## src/wdt_pkg.sv

```systemverilog
package wdt_pkg;

   localparam int ModeWidth  = 2;
   localparam int IndexWidth = 3;
   localparam int DataWidth  = 16;
   localparam int CountWidth = 32;
   localparam int LenWidth   = 8;
   localparam int PulseWidth = 9;

   // item kinds
   localparam logic [ModeWidth-1:0] MODE_TICK  = 2'd0;
   localparam logic [ModeWidth-1:0] MODE_WRITE = 2'd1;
   localparam logic [ModeWidth-1:0] MODE_READ  = 2'd2;

   // word register map
   localparam logic [IndexWidth-1:0] REG_CLEAR   = 3'd0;
   localparam logic [IndexWidth-1:0] REG_DUMMY   = 3'd1;
   localparam logic [IndexWidth-1:0] REG_CTRL    = 3'd2;
   localparam logic [IndexWidth-1:0] REG_IRQ_CMP = 3'd3;
   localparam logic [IndexWidth-1:0] REG_PER_LO  = 3'd4;
   localparam logic [IndexWidth-1:0] REG_PER_HI  = 3'd5;

   typedef struct packed {
      logic [DataWidth-1:0] read_data;
      logic                 reset_out;
      logic                 irq_out;
   } result_type;

endpackage

```

## src/wdt_core.sv

```systemverilog
module wdt_core (
   input  logic                              clock,
   input  logic                              reset,
   input  logic                              item_valid,
   input  logic [wdt_pkg::ModeWidth-1:0]     mode,
   input  logic [wdt_pkg::IndexWidth-1:0]    reg_index,
   input  logic [wdt_pkg::DataWidth-1:0]     write_data,
   output wdt_pkg::result_type               result
);
   import wdt_pkg::*;

   logic [CountWidth-1:0] count_ff, count_in;
   logic [DataWidth-1:0]  per_lo_ff, per_lo_in;
   logic [DataWidth-1:0]  per_hi_ff, per_hi_in;
   logic [DataWidth-1:0]  cmp_ff, cmp_in;
   logic [LenWidth-1:0]   len_ff, len_in;
   logic                  flag_ff, flag_in;
   logic [PulseWidth-1:0] pulse_ff, pulse_in;

   logic [CountWidth-1:0] period;
   logic [CountWidth-1:0] count_inc;

   assign period    = {per_hi_ff, per_lo_ff};
   assign count_inc = count_ff + CountWidth'(1);

   always_comb begin
      count_in  = count_ff;
      per_lo_in = per_lo_ff;
      per_hi_in = per_hi_ff;
      cmp_in    = cmp_ff;
      len_in    = len_ff;
      flag_in   = flag_ff;
      pulse_in  = pulse_ff;
      result    = '0;
      case (mode)
         MODE_TICK: begin
            if (pulse_ff != '0) begin
               result.reset_out = 1'b1;
               pulse_in = pulse_ff - PulseWidth'(1);
            end
            if (period != '0) begin
               count_in = count_inc;
               result.irq_out = (cmp_ff != '0) &&
                                (count_inc[CountWidth-1:DataWidth] == cmp_ff) &&
                                (count_inc[DataWidth-1:0] == '0);
               if (count_inc >= period) begin
                  count_in = '0;
                  flag_in  = 1'b1;
                  result.reset_out = 1'b1;
                  pulse_in = PulseWidth'(len_ff);
               end
            end
         end
         MODE_WRITE: begin
            case (reg_index)
               REG_CLEAR:   if (write_data[0]) count_in = '0;
               REG_CTRL: begin
                  len_in = write_data[DataWidth-1:DataWidth-LenWidth];
                  if (write_data[0]) flag_in = 1'b0;
               end
               REG_IRQ_CMP: cmp_in    = write_data;
               REG_PER_LO:  per_lo_in = write_data;
               REG_PER_HI:  per_hi_in = write_data;
               default: ;
            endcase
         end
         MODE_READ: begin
            case (reg_index)
               REG_CTRL:    result.read_data = {len_ff, {(DataWidth-LenWidth-1){1'b0}}, flag_ff};
               REG_IRQ_CMP: result.read_data = cmp_ff;
               REG_PER_LO:  result.read_data = per_lo_ff;
               REG_PER_HI:  result.read_data = per_hi_ff;
               default:     result.read_data = '0;
            endcase
         end
         default: ;
      endcase
   end

   always_ff @(posedge clock) begin
      if (reset) begin
         count_ff  <= '0;
         per_lo_ff <= '0;
         per_hi_ff <= '0;
         cmp_ff    <= '0;
         len_ff    <= '0;
         flag_ff   <= 1'b0;
         pulse_ff  <= '0;
      end else if (item_valid) begin
         count_ff  <= count_in;
         per_lo_ff <= per_lo_in;
         per_hi_ff <= per_hi_in;
         cmp_ff    <= cmp_in;
         len_ff    <= len_in;
         flag_ff   <= flag_in;
         pulse_ff  <= pulse_in;
      end
   end

endmodule

```

## src/watchdog_timer_with_registers.sv

```systemverilog
// watchdog timer behind a bank of 16-bit word registers
// request channel: req_valid/req_ready with req_mode (tick, bus write, bus read),
//    req_reg_index (word index) and req_write_data
// response channel: rsp_valid/rsp_ready, exactly one response per request,
//    carrying rsp_read_data, rsp_reset_out and rsp_irq_out
// response path: output register, or skid register while the output one is held
// throughput: one request per cycle while req_ready is high; the state update
//    is a single pass of logic (32-bit increment, compare) into response register
// stalls: a two-entry output buffer (output register plus skid register) lets
//    one more request transfer while a response waits; req_ready falls only
//    when both entries hold untaken responses
// reset: synchronous, active high; counter, period, compare value, pulse
//    length, sticky flag and pending pulse all clear, output buffer empties
module watchdog_timer_with_registers (
   input  logic                              clock,
   input  logic                              reset,
   input  logic                              req_valid,
   output logic                              req_ready,
   input  logic [wdt_pkg::ModeWidth-1:0]     req_mode,
   input  logic [wdt_pkg::IndexWidth-1:0]    req_reg_index,
   input  logic [wdt_pkg::DataWidth-1:0]     req_write_data,
   output logic                              rsp_valid,
   input  logic                              rsp_ready,
   output logic [wdt_pkg::DataWidth-1:0]     rsp_read_data,
   output logic                              rsp_reset_out,
   output logic                              rsp_irq_out
);
   import wdt_pkg::*;

   // request transfer and its freshly computed response
   logic       push;
   logic       pop;
   result_type result;

   // output register and skid register
   logic       out_valid_ff, out_valid_in;
   result_type out_ff, out_in;
   logic       skid_valid_ff, skid_valid_in;
   result_type skid_ff, skid_in;

   assign req_ready = !skid_valid_ff;
   assign push      = req_valid && req_ready;
   assign pop       = out_valid_ff && rsp_ready;

   wdt_core u_core (
      .clock      (clock),
      .reset      (reset),
      .item_valid (push),
      .mode       (req_mode),
      .reg_index  (req_reg_index),
      .write_data (req_write_data),
      .result     (result)
   );

   always_comb begin
      out_valid_in  = out_valid_ff;
      out_in        = out_ff;
      skid_valid_in = skid_valid_ff;
      skid_in       = skid_ff;
      if (skid_valid_ff) begin
         // no request transfers while the skid is full
         if (pop) begin
            out_in        = skid_ff;
            skid_valid_in = 1'b0;
         end
      end else if (push) begin
         if (!out_valid_ff || pop) begin
            out_in       = result;
            out_valid_in = 1'b1;
         end else begin
            skid_in       = result;
            skid_valid_in = 1'b1;
         end
      end else if (pop) begin
         out_valid_in = 1'b0;
      end
   end

   always_ff @(posedge clock) begin
      if (reset) begin
         out_valid_ff  <= 1'b0;
         skid_valid_ff <= 1'b0;
      end else begin
         out_valid_ff  <= out_valid_in;
         skid_valid_ff <= skid_valid_in;
      end
      // payload carries no reset
      out_ff  <= out_in;
      skid_ff <= skid_in;
   end

   assign rsp_valid     = out_valid_ff;
   assign rsp_read_data = out_ff.read_data;
   assign rsp_reset_out = out_ff.reset_out;
   assign rsp_irq_out   = out_ff.irq_out;

   // skid entry only ever sits behind a full output register
   assert property (@(posedge clock) disable iff (reset) skid_valid_ff |-> out_valid_ff)
      else $error("skid register holds a response while output register is empty");

   // every request transfer leaves a response on offer next cycle
   assert property (@(posedge clock) disable iff (reset) push |=> rsp_valid)
      else $error("request transfer produced no response");

   // a stalled response with a full skid blocks further requests
   assert property (@(posedge clock) disable iff (reset)
      (out_valid_ff && skid_valid_ff && !rsp_ready) |=> !req_ready)
      else $error("request side open while both output entries are held");

   // tick results and read data never mix
   assert property (@(posedge clock) disable iff (reset)
      (rsp_valid && (rsp_reset_out || rsp_irq_out)) |-> (rsp_read_data == '0))
      else $error("tick response carries read data");

endmodule

```

## config.mk

```make
export PLATFORM = sky130hd
export DESIGN_NAME = watchdog_timer_with_registers
export DESIGN_NICKNAME = d
export VERILOG_FILES = /design/src/wdt_pkg.sv /design/src/wdt_core.sv /design/src/watchdog_timer_with_registers.sv
export SDC_FILE = /design/constraint.sdc
export NUM_CORES = 1
export LEC_CHECK = 0
export BUFFER_PORTS_ARGS = -buffer_cell sky130_fd_sc_hd__buf_2
export CAP_MARGIN = 10
export CORE_ASPECT_RATIO = 1.25
export CORE_UTILIZATION = 50
export CTS_CLUSTER_SIZE = 40
export DETAILED_ROUTE_END_ITERATION = 12
export MAX_ROUTING_LAYER = met4
export PLACE_DENSITY = 0.78
export SKIP_LAST_GASP = 1
export SLEW_MARGIN = 0
export SYNTH_ARGS = -nofsm -noshare
export SYNTH_HDL_FRONTEND = slang
export SYNTH_SLANG_ARGS = --single-unit
```

## constraint.sdc

```tcl
create_clock -name clock -period 4.5 [get_ports clock]
set_clock_uncertainty 0.2 [all_clocks]
set_input_delay 0.9 -clock clock [delete_from_list [all_inputs] [get_ports clock]]
set_output_delay 0.9 -clock clock [all_outputs]
set_load 0.02 [all_outputs]
```

==> summary.log <==
[outcome] outcome completed
[synth] synth unique cells 59
[timing] worst hold slack after final layout 277 ps
[die] I/O pin cnt 45
[detailed_routing] Iter 0 DRT Violations 666
[clock_tree] Clock Root Buffer sky130_fd_sc_hd__clkbuf_16
[timing] actual transition at the worst max-transition pin 1230 ps
[die] Total Die Area 16,100 µm²
[critical_path] Critical Path Max Stage Delay 590 ps
[clock_tree] clock tree from TritonCTS done
[global_routing] Total Routing Usage GR 0.283
[critical_path] Worst Path Required 4540 ps
[critical_path] logic depth of the worst register-to-register path 15
[power] leakage power of the design 3.36 nW
[synth] Warnings, synthesis 0
[critical_path] cell family with most CP delay simple AND/OR/NAND/NOR gates
[die] floorplan die width 114 µm
[timing] Setup TNS 0 ps
[detailed_routing] DRC 0
[clock_tree] total CTS buffers 17
[critical_path] number of buffers and inverters on the critical path 2
[critical_path] maximum net fanout on the critical path 19
[synth] most used flip-flop cell after synthesis sky130_fd_sc_hd__dfxtp_1
[layout] Antenna Diode Count 0
[critical_path] Worst Setup Start Kind flop
[synth] Post-Synthesis Cells 918
[timing] maximum clock frequency 233 MHz
[timing] setup violators final 0
[placed_design] DPL Wire Length 15.6 mm
[timing] final count of pins violating max slew 0
[global_routing] wire length of the first global-routing pass 34.3 mm
[critical_path] kind of critical path flop to flop
[min_path] Hold Path Class flop to flop
[clock_tree] post-CTS clock slew at the launch and capture registers of the worst setup and hold paths 60 ps
[die] effective utilization at floorplan 0.516
[synth] Post-synth EDFFs 36
[global_routing] initial antenna violation count 0
[power] VDD IR max 0.228 mV
[layout] fraction of final layout cells sized beyond drive strength 1 0.130
[global_routing] Remaining Overflow, GRT 0
[timing] min cycle time layout 4300 ps
[synth] number of nets in the synthesized netlist 978
[synth] fraction of the yosys area taken by sequential cells 0.395
[timing] Final Hold Violating Endpoints 0
[layout] number of nets in the final layout 1,011
[global_routing] pin count of the biggest net entering global routing 45
[timing] part of the cycle the worst path needs 0.955
[detailed_routing] antenna-violating nets left 0
[global_routing] number of global-route vias before repair 6,528
[detailed_routing] number of vias after detailed routing 7,109
[detailed_routing] Via density 6.07
[min_path] hold-critical path depth 2
[die] die span in y 142 µm
[critical_path] count of cell instances traversed by the critical path 15
[detailed_routing] Initial DRT Pass Iterations 8
[synth] #FFs+latches synth 136
[power] post-layout total power 3.26 mW
[power] Pwr Density 366 nW/µm²
[placed_design] number of buffer cells added on primary ports 44
[layout] synth-to-layout area growth 13.9%
[synth] netlist area before placement 7810 µm²
[placed_design] weighted congestion reported at the end of routability-driven placement 1.01
[clock_tree] clk sinks 136
[critical_path] cell with the biggest individual delay on the critical path sky130_fd_sc_hd__or4_1
[die] number of core rows 50
[die] core area 15,100 µm²
[critical_path] WP data arrival 4340 ps
[timing] tightest slew margin relative to the limit 0.171
[synth] Post-synth ARST share 0
[synth] Synth Area per Inst 8.51 µm²
[detailed_routing] routed wirelength normalized by instance count 18.4 µm
[clock_tree] CTS Buffer Depth 2
[critical_path] cells along the critical path nand3_1 -> or4_1 -> nor4_1 -> buf_4 -> xor2_1 -> ha_1 -> nand4_1 -> nor3_1 -> a221oi_1 -> o21a_1 -> o21ai_2 -> nand2b_1 -> buf_4 -> mux2i_1 -> a221oi_1
[flow_run] max-capacitance violation count 0
[clock_tree] clock latency of the later-clocked register in the worst-skew pair 430 ps
[critical_path] element type at the critical path end flop
[clock_tree] H-tree level count 4
[detailed_routing] aggregate routed wire length 21.5 mm
==> per-layer routing <==
metal	up-vias	routed length [µm]	part of all wire	track usage
met5	-	0	0	-
met4	0	879	0.041	0.122
met3	74	1610	0.075	0.0517
met2	353	10500	0.49	0.465
met1	3320	8550	0.40	0.341
li1	3362	-	-	-
==> tightest hold or removal path: stages (launching register included) <==
cell and delay [ps]:
sky130_fd_sc_hd__dfxtp_1 320, sky130_fd_sc_hd__nand2_1 60, sky130_fd_sc_hd__a21oi_1 50
==> cell usage after synthesis (all sizes together), types with 2 or more instances <==
cell | n | area (µm²)
xnor3 | 4 | 90.1
xnor2 | 28 | 245
o22ai | 10 | 62.6
mux2i | 31 | 310
or4 | 5 | 45.0
nor4 | 26 | 175
nand2b | 7 | 43.8
o31ai | 15 | 113
and4 | 3 | 26.3
o21ai | 33 | 165
clkbuf | 46 | 173
nand2 | 161 | 604
mux2 | 12 | 135
nand3 | 26 | 140
nand4 | 18 | 113
nor3 | 16 | 80.1
nand4b | 2 | 17.5
and3 | 11 | 68.8
or3 | 4 | 25.0
ha | 35 | 438
a211oi | 2 | 15.0
nor2 | 50 | 188
a2bb2oi | 3 | 26.3
a31oi | 20 | 125
a21oi | 65 | 325
nor2b | 11 | 68.8
edfxtp | 36 | 1080
a221oi | 6 | 52.6
a22oi | 15 | 113
o21bai | 2 | 15.0
a21o | 7 | 52.6
dfxtp | 100 | 2000
o211a | 3 | 30.0
a2111oi | 2 | 17.5
buf | 11 | 55.1
nand3b | 3 | 26.3
a311o | 2 | 20.0
o211ai | 3 | 22.5
xor2 | 15 | 131
a22o | 2 | 17.5
and2 | 14 | 87.6
inv | 42 | 158
==> path summary, 6_finish.rpt <==
| kind | from | end | slack, ps |
|---|---|---|---|
| max reg2reg | u_core.count_ff[14] | u_core.pulse_ff[7] | 200 |
| max | u_core.count_ff[14] | u_core.pulse_ff[7] | 200 |
| min reg2reg | u_core.per_hi_ff[6] | u_core.per_hi_ff[6] | 280 |
| min | u_core.per_hi_ff[6] | u_core.per_hi_ff[6] | 280 |
==> cell type report <==
| type | instances | area, µm² |
|---|---|---|
| Multi-Input combinational cell | 683 | 4360 |
| Clock inverter | 13 | 170 |
| Fill cell | 1315 | 6240 |
| Timing Repair Buffer | 71 | 435 |
| Inverter | 42 | 158 |
| Clock buffer | 19 | 433 |
| Sequential cell | 136 | 3080 |
| Tap cell | 208 | 260 |
==> power breakdown <==
| group | leakage [nW] | switching, mW | total (mW) | internal, mW |
|---|---|---|---|---|
| logic | 1.95 | 0.303 | 0.466 | 0.162 |
| registers | 1.13 | 0.0447 | 1.35 | 1.31 |
| clock network | 0.280 | 0.560 | 1.44 | 0.878 |
| total | 3.36 | 0.908 | 3.26 | 2.35 |
==> state kept, by name, summed over array words and instances (netlist names) <==
name              cells
u_core.flag_ff        1
u_core.per_hi_ff     16
rsp_valid             1
rsp_irq_out           1
skid_ff              18
u_core.count_ff      32
u_core.len_ff         8
rsp_read_data        16
rsp_reset_out         1
u_core.per_lo_ff     16
u_core.cmp_ff        16
skid_valid_ff         1
u_core.pulse_ff       9
==> per-stage QoR <==
stage / instances / util / setup slack [ps] / cell area, µm²
after floorplan: 918 / - / 170 / 7810
after global placement: 1140 / 0.547 / 393 / 8280
after detailed placement: 1140 / 0.547 / 235 / 8280
after CTS: 1172 / 0.587 / 145 / 8880
after global routing: 1172 / 0.588 / -57.7 / 8900
final: 1172 / 0.588 / 201 / 8900
==> kinds of logic (layout without fill, tap and decap cells) <==
| kind of cell | count (synthesis) | count (layout) | synth area share |
|---|---|---|---|
| adder cells (fa/ha/maj) | 35 | 35 | 0.0561 |
| buffers and inverters | 99 | 145 | 0.0494 |
| flip-flops | 136 | 136 | 0.395 |
| XOR/XNOR | 48 | 48 | 0.0628 |
| AO/OA/AOI/OAI | 197 | 197 | 0.158 |
| AND/OR/NAND/NOR | 360 | 360 | 0.222 |
| multiplexers | 43 | 43 | 0.0570 |
==> layout by cell type, fill, tap and decap left out, types with 12 or more instances in the layout <==
cell type and count:
sky130_fd_sc_hd__inv_1 42, sky130_fd_sc_hd__dfxtp_1 99, sky130_fd_sc_hd__a22oi_1 15, sky130_fd_sc_hd__clkbuf_16 17
sky130_fd_sc_hd__nor4_1 23, sky130_fd_sc_hd__nor3_1 16, sky130_fd_sc_hd__o31ai_1 15, sky130_fd_sc_hd__ha_1 35
sky130_fd_sc_hd__nor2_1 50, sky130_fd_sc_hd__a21oi_1 65, sky130_fd_sc_hd__mux2_2 12, sky130_fd_sc_hd__mux2i_1 31
sky130_fd_sc_hd__nand4_1 18, sky130_fd_sc_hd__nand2_1 161, sky130_fd_sc_hd__nand3_1 23, sky130_fd_sc_hd__xnor2_1 28
sky130_fd_sc_hd__o21ai_0 32, sky130_fd_sc_hd__xor2_1 15, sky130_fd_sc_hd__buf_4 26, sky130_fd_sc_hd__a31oi_1 20
sky130_fd_sc_hd__edfxtp_1 36, sky130_fd_sc_hd__and2_1 14, sky130_fd_sc_hd__buf_2 44
==> timing repair <==
action | in CTS | in global routing
gates resized for setup | 0 | 5
endpoints found under the setup margin | 0 | 31
hold buffers | 0 | 0
buffers inserted | 0 | 0
Power figures use the tool's default switching activity.
